File: src/hw/rtl/cpd_pkg.sv
// cpd_pkg: shared types, constants and the burst classifier for the coin pulse decoder.
// No dependencies; used by every module under hw/rtl.
`timescale 1ns / 1ps
`default_nettype none

package cpd_pkg;

    localparam int TIME_W  = 32;
    localparam int CFG_W   = 16;
    localparam int TALLY_W = 6;
    localparam int TOTAL_W = 24;
    localparam int VALUE_W = 4;

    localparam logic [TALLY_W-1:0] TALLY_MAX = '1;
    localparam logic [TOTAL_W-1:0] TOTAL_MAX = '1;

    // opcodes
    localparam logic OP_SAMPLE = 1'b0;
    localparam logic OP_CLEAR  = 1'b1;

    // register indexes (paddr[3:2])
    localparam logic [1:0] REG_DEBOUNCE = 2'd0;
    localparam logic [1:0] REG_MIN_PULSE = 2'd1;
    localparam logic [1:0] REG_TIMEOUT  = 2'd2;

    localparam logic [CFG_W-1:0] DEBOUNCE_RST  = 16'd10;
    localparam logic [CFG_W-1:0] MIN_PULSE_RST = 16'd15;
    localparam logic [CFG_W-1:0] TIMEOUT_RST   = 16'd150;

    localparam logic [VALUE_W-1:0] VALUE_NONE = 4'd0;
    localparam logic [VALUE_W-1:0] VALUE_ONE  = 4'd1;
    localparam logic [VALUE_W-1:0] VALUE_FIVE = 4'd5;
    localparam logic [VALUE_W-1:0] VALUE_TEN  = 4'd10;

    typedef struct packed {
        logic [CFG_W-1:0] debounce_ms;
        logic [CFG_W-1:0] min_pulse_ms;
        logic [CFG_W-1:0] burst_timeout_ms;
    } t_cfg;

    typedef struct packed {
        logic              opcode;
        logic              line_level;
        logic [TIME_W-1:0] now_ms;
    } t_item;

    typedef struct packed {
        logic [VALUE_W-1:0] credited_value;
        logic               burst_rejected;
        logic [TOTAL_W-1:0] running_total;
    } t_result;

    // pulse count -> coin value; zero means the burst is rejected
    function automatic logic [VALUE_W-1:0] burst_value(input logic [TALLY_W-1:0] n);
        logic [VALUE_W-1:0] v;
        v = VALUE_NONE;
        if (n >= 6'd1 && n <= 6'd3) begin
            v = VALUE_ONE;
        end else if (n >= 6'd5 && n <= 6'd7) begin
            v = VALUE_FIVE;
        end else if (n >= 6'd10 && n <= 6'd14) begin
            v = VALUE_TEN;
        end
        return v;
    endfunction

endpackage

`default_nettype wire

File: src/hw/rtl/cpd_cfg_regs.sv
// cpd_cfg_regs: APB-style register file for debounce, minimum pulse and burst timeout.
// Depends on cpd_pkg.
`timescale 1ns / 1ps
`default_nettype none

module cpd_cfg_regs (
    input  wire logic          i_clk,
    input  wire logic          i_rst_n,
    input  wire logic          psel,
    input  wire logic          penable,
    input  wire logic          pwrite,
    input  wire logic [3:0]    paddr,
    input  wire logic [31:0]   pwdata,
    output logic [31:0]        prdata,
    output logic               pready,
    output cpd_pkg::t_cfg      o_cfg
);

    cpd_pkg::t_cfg r_cfg;
    logic          wr_en;
    logic [1:0]    reg_idx;

    assign pready  = 1'b1;
    assign reg_idx = paddr[3:2];
    assign wr_en   = psel && penable && pwrite;

    always_ff @(posedge i_clk) begin
        if (!i_rst_n) begin
            r_cfg.debounce_ms      <= cpd_pkg::DEBOUNCE_RST;
            r_cfg.min_pulse_ms     <= cpd_pkg::MIN_PULSE_RST;
            r_cfg.burst_timeout_ms <= cpd_pkg::TIMEOUT_RST;
        end else if (wr_en) begin
            unique case (reg_idx)
                cpd_pkg::REG_DEBOUNCE:  r_cfg.debounce_ms      <= pwdata[cpd_pkg::CFG_W-1:0];
                cpd_pkg::REG_MIN_PULSE: r_cfg.min_pulse_ms     <= pwdata[cpd_pkg::CFG_W-1:0];
                cpd_pkg::REG_TIMEOUT:   r_cfg.burst_timeout_ms <= pwdata[cpd_pkg::CFG_W-1:0];
                default: ;
            endcase
        end
    end

    always_comb begin
        unique case (reg_idx)
            cpd_pkg::REG_DEBOUNCE:  prdata = {16'd0, r_cfg.debounce_ms};
            cpd_pkg::REG_MIN_PULSE: prdata = {16'd0, r_cfg.min_pulse_ms};
            cpd_pkg::REG_TIMEOUT:   prdata = {16'd0, r_cfg.burst_timeout_ms};
            default:                prdata = 32'd0;
        endcase
    end

    assign o_cfg = r_cfg;

endmodule

`default_nettype wire

File: src/hw/rtl/cpd_step.sv
// cpd_step: edge detection, pulse timing, burst classification and credit state.
// Depends on cpd_pkg. State advances once per word when i_step is high.
`timescale 1ns / 1ps
`default_nettype none

module cpd_step (
    input  wire logic            i_clk,
    input  wire logic            i_rst_n,
    input  wire logic            i_step,
    input  wire cpd_pkg::t_item  i_item,
    input  wire cpd_pkg::t_cfg   i_cfg,
    output cpd_pkg::t_result     o_res
);

    logic                           r_prev_level, n_prev_level;
    logic [cpd_pkg::TIME_W-1:0]     r_low_start, n_low_start;
    logic [cpd_pkg::TIME_W-1:0]     r_last_edge, n_last_edge;
    logic [cpd_pkg::TIME_W-1:0]     r_last_pulse, n_last_pulse;
    logic [cpd_pkg::TALLY_W-1:0]    r_tally, n_tally;
    logic [cpd_pkg::TOTAL_W-1:0]    r_total, n_total;

    logic                           fall, rise, counted, burst_end;
    logic [cpd_pkg::TIME_W-1:0]     gap_edge, gap_low, gap_pulse;
    logic [cpd_pkg::TALLY_W-1:0]    tally_upd;
    logic [cpd_pkg::VALUE_W-1:0]    value;
    logic [cpd_pkg::TOTAL_W:0]      sum;

    always_comb begin
        fall      = r_prev_level && !i_item.line_level;
        rise      = !r_prev_level && i_item.line_level;
        gap_edge  = i_item.now_ms - r_last_edge;
        gap_low   = i_item.now_ms - r_low_start;
        gap_pulse = i_item.now_ms - r_last_pulse;
        counted   = rise && (gap_low >= {16'd0, i_cfg.min_pulse_ms});

        tally_upd = r_tally;
        if (counted && r_tally != cpd_pkg::TALLY_MAX) begin
            tally_upd = r_tally + 6'd1;
        end

        // a pulse counted this word leaves zero quiet time, so no burst end
        burst_end = !counted && (tally_upd != '0)
                    && (gap_pulse > {16'd0, i_cfg.burst_timeout_ms});
        value     = cpd_pkg::burst_value(tally_upd);
        sum       = {1'b0, r_total} + {{(cpd_pkg::TOTAL_W+1-cpd_pkg::VALUE_W){1'b0}}, value};

        n_prev_level = r_prev_level;
        n_low_start  = r_low_start;
        n_last_edge  = r_last_edge;
        n_last_pulse = r_last_pulse;
        n_tally      = r_tally;
        n_total      = r_total;
        o_res.credited_value = cpd_pkg::VALUE_NONE;
        o_res.burst_rejected = 1'b0;

        unique case (i_item.opcode)
            cpd_pkg::OP_CLEAR: begin
                n_total = '0;
            end
            cpd_pkg::OP_SAMPLE: begin
                n_prev_level = i_item.line_level;
                if (fall) begin
                    if (gap_edge > {16'd0, i_cfg.debounce_ms}) begin
                        n_low_start = i_item.now_ms;
                    end
                    n_last_edge = i_item.now_ms;
                end
                if (rise) begin
                    n_last_edge = i_item.now_ms;
                end
                if (counted) begin
                    n_last_pulse = i_item.now_ms;
                end
                n_tally = tally_upd;
                if (burst_end) begin
                    n_tally = '0;
                    o_res.credited_value = value;
                    if (value != cpd_pkg::VALUE_NONE) begin
                        n_total = sum[cpd_pkg::TOTAL_W] ? cpd_pkg::TOTAL_MAX
                                                       : sum[cpd_pkg::TOTAL_W-1:0];
                    end else begin
                        o_res.burst_rejected = 1'b1;
                    end
                end
            end
            default: ;
        endcase
        o_res.running_total = n_total;
    end

    always_ff @(posedge i_clk) begin
        if (!i_rst_n) begin
            r_prev_level <= 1'b1;
            r_low_start  <= '0;
            r_last_edge  <= '0;
            r_last_pulse <= '0;
            r_tally      <= '0;
            r_total      <= '0;
        end else if (i_step) begin
            r_prev_level <= n_prev_level;
            r_low_start  <= n_low_start;
            r_last_edge  <= n_last_edge;
            r_last_pulse <= n_last_pulse;
            r_tally      <= n_tally;
            r_total      <= n_total;
        end
    end

endmodule

`default_nettype wire

File: src/hw/rtl/coin_pulse_decoder.sv
// coin_pulse_decoder: top level; input word register, step logic, result register.
// Depends on cpd_pkg, cpd_cfg_regs and cpd_step.
//
//   channel  | handshake                   | payload
//   ---------+-----------------------------+-----------------------------------------
//   input    | i_in_valid / o_in_stall     | i_opcode, i_line_level, i_now_ms
//   output   | o_out_valid / i_out_stall   | o_credited_value, o_burst_rejected,
//            |                             | o_running_total
//   config   | psel/penable/pwrite, pready | paddr, pwdata, prdata
//
// One word per cycle while the output is not stalled.
// The step logic sits between the input register and the result register.
// A stalled result holds; the input stalls only while both registers are full.
// Synchronous active-low reset clears handshake state, decoder state and config registers.
`timescale 1ns / 1ps
`default_nettype none

module coin_pulse_decoder (
    input  wire logic           i_clk,
    input  wire logic           i_rst_n,
    input  wire logic           i_in_valid,
    output logic                o_in_stall,
    input  wire logic           i_opcode,
    input  wire logic           i_line_level,
    input  wire logic [31:0]    i_now_ms,
    output logic                o_out_valid,
    input  wire logic           i_out_stall,
    output logic [3:0]          o_credited_value,
    output logic                o_burst_rejected,
    output logic [23:0]         o_running_total,
    input  wire logic           psel,
    input  wire logic           penable,
    input  wire logic           pwrite,
    input  wire logic [3:0]     paddr,
    input  wire logic [31:0]    pwdata,
    output logic [31:0]         prdata,
    output logic                pready
);

    cpd_pkg::t_cfg    cfg;
    cpd_pkg::t_item   r_item;
    cpd_pkg::t_result step_res, r_res;
    logic             r_in_valid, r_out_valid;
    logic             step, in_load;

    // item leaves the input register when the result slot is free or draining
    assign step       = r_in_valid && (!r_out_valid || !i_out_stall);
    assign o_in_stall = r_in_valid && !step;
    assign in_load    = i_in_valid && !o_in_stall;

    cpd_cfg_regs u_cfg (
        .i_clk   (i_clk),
        .i_rst_n (i_rst_n),
        .psel    (psel),
        .penable (penable),
        .pwrite  (pwrite),
        .paddr   (paddr),
        .pwdata  (pwdata),
        .prdata  (prdata),
        .pready  (pready),
        .o_cfg   (cfg)
    );

    cpd_step u_step (
        .i_clk   (i_clk),
        .i_rst_n (i_rst_n),
        .i_step  (step),
        .i_item  (r_item),
        .i_cfg   (cfg),
        .o_res   (step_res)
    );

    always_ff @(posedge i_clk) begin
        if (!i_rst_n) begin
            r_in_valid  <= 1'b0;
            r_out_valid <= 1'b0;
        end else begin
            if (in_load) begin
                r_in_valid <= 1'b1;
            end else if (step) begin
                r_in_valid <= 1'b0;
            end
            if (step) begin
                r_out_valid <= 1'b1;
            end else if (!i_out_stall) begin
                r_out_valid <= 1'b0;
            end
        end
    end

    always_ff @(posedge i_clk) begin
        if (in_load) begin
            r_item.opcode     <= i_opcode;
            r_item.line_level <= i_line_level;
            r_item.now_ms     <= i_now_ms;
        end
        if (step) begin
            r_res <= step_res;
        end
    end

    assign o_out_valid      = r_out_valid;
    assign o_credited_value = r_res.credited_value;
    assign o_burst_rejected = r_res.burst_rejected;
    assign o_running_total  = r_res.running_total;

endmodule

`default_nettype wire

File: config.mk
export PLATFORM = sky130hd
export DESIGN_NAME = coin_pulse_decoder
export DESIGN_NICKNAME = d
export VERILOG_FILES = /design/src/hw/rtl/cpd_pkg.sv /design/src/hw/rtl/cpd_cfg_regs.sv /design/src/hw/rtl/cpd_step.sv /design/src/hw/rtl/coin_pulse_decoder.sv
export SDC_FILE = /design/constraint.sdc
export NUM_CORES = 1
export LEC_CHECK = 0
export ABC_AREA = 1
export BUFFER_PORTS_ARGS = -buffer_cell sky130_fd_sc_hd__buf_2
export CORE_ASPECT_RATIO = 0.8
export CORE_MARGIN = 3
export CORE_UTILIZATION = 45
export DETAILED_ROUTE_END_ITERATION = 7
export SLEW_MARGIN = 20
export SYNTH_ARGS = -nofsm -noshare
export SYNTH_HDL_FRONTEND = slang
export SYNTH_SLANG_ARGS = --single-unit
export TNS_END_PERCENT = 30
File: constraint.sdc
create_clock -name i_clk -period 6.3 [get_ports i_clk]
set_input_delay 0.315 -clock i_clk [delete_from_list [all_inputs] [get_ports i_clk]]
set_output_delay 0.315 -clock i_clk [all_outputs]
set_load 0.005 [all_outputs]
==> impl_metrics.json <==
{
  "ios": 141,
  "cts_max_level": 1,
  "detail-route-antenna-nets": 0,
  "drt-initial-drc-count": 1527,
  "fp.dieH_microns": 183,
  "overflow": 0,
  "ir_worst_vdd_v": 0.000207,
  "yosysSeqAreaShare_pct": 30.8,
  "die_x_microns": 227,
  "synth_common_cells": "670 x nand2_1, 390 x inv_1, 263 x nor2_1",
  "p_per_area_nw_per_um2": 215,
  "antennaDiodeCount": 0,
  "cap_violations": 0,
  "gp_routability_congestion": 0.974,
  "routedWlPerCell_microns": 16.4,
  "crit_path_max_fanout": 6,
  "coreArea_sq_um": 38400,
  "port_buffers": 105,
  "grt_pass1_wl_microns": 83400,
  "yosysMostFrequentCell": "nand2_1",
  "synth_cell_type_count": 53,
  "grt_max_degree": 99,
  "drive_above_1_share_pct": 9.95,
  "root_buffer": "clkbuf_16",
  "initial_core_util_pct": 45.7,
  "min_period_ns": 5.83,
  "vias": 17100,
  "dpl_cell_area_sq_um": 18600,
  "max_stage_delay_ns": 0.41,
  "maxSlewHeadroom_pct": 30.4,
  "synthFlopType": "dfxtp_1",
  "wl_microns": 54000,
  "cts_tree": "yes",
  "ys_warn_count": 0,
  "antenna_found_initial": 1,
  "gr-usage-all-layers_pct": 25.4,
  "drtPass1Iterations": 5,
  "final_area_sq_um": 20200,
  "post-route-drc-count": 0,
  "p_leak_nw": 9.57,
  "hold_viol": 0,
  "cts.clk_slew.worst_paths_ns": 0.06,
  "row_count": 64,
  "whs_ns": 0.0429,
  "finalSetupViolCount": 0,
  "worst_path_most_repeated_cell": "nand2_1",
  "tightest_slew_ns": 1.04,
  "cp.required_ns": 6.61,
  "cts_buffers": 28,
  "nNetsFinal": 3000,
  "clk_latency_ns": 0.57,
  "setup_ws_ns": 0.467,
  "synth-edff-count": 62,
  "outcome": "complete, no violations",
  "synth_top_area_share_pct": 20.2,
  "async_flop_share_pct": 0,
  "max_clock_freq_mhz": 171,
  "worstSetupPathType": "flip-flop to flip-flop",
  "synth_area_sq_um": 17500,
  "slew_viol_final": 0,
  "yosysTopAreaCell": "dfxtp_1",
  "finalSetupTns_ns": 0,
  "fin_util_pct": 52.5,
  "crit_arrival_ns": 6.15,
  "hp-class": "input pin to flip-flop",
  "clockBufferDepth": 3,
  "dp_hpwl_microns": 41200,
  "synthCells": 2620,
  "cts.sinks": 239,
  "n_fill_cell": 3789,
  "min_period_over_period_pct": 92.6,
  "syn_to_final_growth_pct": 15.0,
  "ys_ff_latch": 239,
  "post-place-ws_ns": 0.243,
  "yosys-top-cells-area": "dfxtp_1 20%, nand2_1 14%, edfxtp_1 11%",
  "grt_pass1_vias": 15600,
  "syn_area_per_cell_sq_um": 6.69,
  "regToRegSetupSlack_ns": 0.47,
  "startpoint_type": "flip-flop",
  "cp-end-kind": "flip-flop",
  "die_area_sq_um": 41400,
  "skew_ns": 0.0234,
  "routed_via_density": 5.19,
  "crit_slowest_cell": "fa_1"
}
-- layout make-up --
class / instances / area [sq um] / area share [%]
clock buffer: 40 / 850 / 4.22
timing repair buffer: 194 / 1290 / 6.39
multi-input combinational: 1905 / 10400 / 51.7
sequential: 239 / 5410 / 26.8
clock inverter: 12 / 65.1 / 0.323
inverter: 403 / 1520 / 7.52
tap: 495 / 619 / 3.07
-- placed cells by master (no fill, tap or decap), drive strengths merged --
cell type    netlist  final
o2111ai            1      1
clkinvlp           0      2
o22ai              1      1
nand3b             4      4
nand2            680    681
and2               1      1
clkbuf            49     40
o211ai            12     12
a21oi            208    208
o21a               2      2
nor4               8      8
a21o               6      6
nor2             272    272
a211oi             7      7
nand4             34     34
or2                6      6
a21boi             2      2
buf               40    157
nor3b              2      2
xnor2             26     26
a32oi              1      1
and3               5      5
a31oi             14     14
ha               148    148
dlygate4sd3        0     37
xor2              62     62
o221ai            21     21
fa                 4      4
dfxtp            177    177
a221oi             1      1
o21bai             9      9
o31ai              1      1
nor3              60     60
edfxtp            62     62
nand3            119    119
o21ai            170    170
clkinv             3     12
conb               2     17
inv              400    401
-- state kept, by name (all words and copies together), names as in the netlist, 3 cells and up --
| signal | cells |
|---|---|
| u_step.r_last_pulse | 32 |
| u_cfg.o_cfg | 48 |
| u_step.r_low_start | 32 |
| r_item | 34 |
| u_step.r_last_edge | 32 |
| u_step.r_tally | 6 |
| o_credited_value | 3 |
| o_running_total | 24 |
| u_step.r_total | 24 |
-- through the flow --
stage	power (mW)	instances
2_1_floorplan	2.43	2635
3_3_place_gp	2.68	3189
3_5_place_dp	2.70	3189
4_1_cts	4.34	3278
5_1_grt	4.57	3288
6_report	4.33	3288
-- timing repair --
item	in CTS	in global routing
buffers inserted	0	9
endpoints found under the setup margin	0	46
endpoints found under the hold margin	38	0
gates resized for setup	0	33
hold buffers	37	0
-- critical path, delay by kind of cell (launching register included) --
family | cells | cell delay (ns)
AND/OR/NAND/NOR | 24 | 2.51
adder cells (fa/ha/maj) | 4 | 1.19
buffers and inverters | 7 | 0.78
AO/OA/AOI/OAI | 4 | 0.64
flip-flops | 1 | 0.38
XOR/XNOR | 1 | 0.09
-- routing by layer --
| metal | vias up | global-route usage [%] | share of wire, % |
|---|---|---|---|
| met5 | - | 0 | 0.024 |
| met2 | 531 | 34.5 | 38 |
| met1 | 7687 | 40.7 | 52 |
| met4 | 2 | 5.83 | 2.2 |
| met3 | 75 | 4.68 | 8.1 |
| li1 | 8767 | - | - |
-- final timing paths --
kind / cells after the start / end / startpoint
max: 40 / o_running_total[21]$_DFFE_PP_ / r_item[0]$_DFFE_PP_
min: 3 / r_in_valid$_SDFFE_PN0P_ / i_in_valid
max reg2reg: 40 / o_running_total[21]$_DFFE_PP_ / r_item[0]$_DFFE_PP_
min reg2reg: 2 / u_step.r_last_pulse[10]$_SDFFE_PN0P_ / u_step.r_last_pulse[10]$_SDFFE_PN0P_
-- power by group --
| group | leakage, nW | switching, mW | total (mW) | internal [mW] |
|---|---|---|---|---|
| logic | 7.07 | 0.639 | 1.02 | 0.381 |
| clock network | 0.461 | 0.675 | 1.61 | 0.936 |
| registers | 2.04 | 0.0557 | 1.69 | 1.64 |
| total | 9.57 | 1.37 | 4.33 | 2.96 |
-- cell families after synthesis --
family	count (synthesis)	synth area share, %
and+or+nand+nor	1191	28.2
DFF	239	30.8
adders and majority gates	152	11.0
other	2	0.0428
xor gates and xnor gates	88	4.40
buffers and inverters	492	11.1
AOI/OAI and AO/OA	456	14.3
Note: power is estimated with default switching activity, not from simulation.
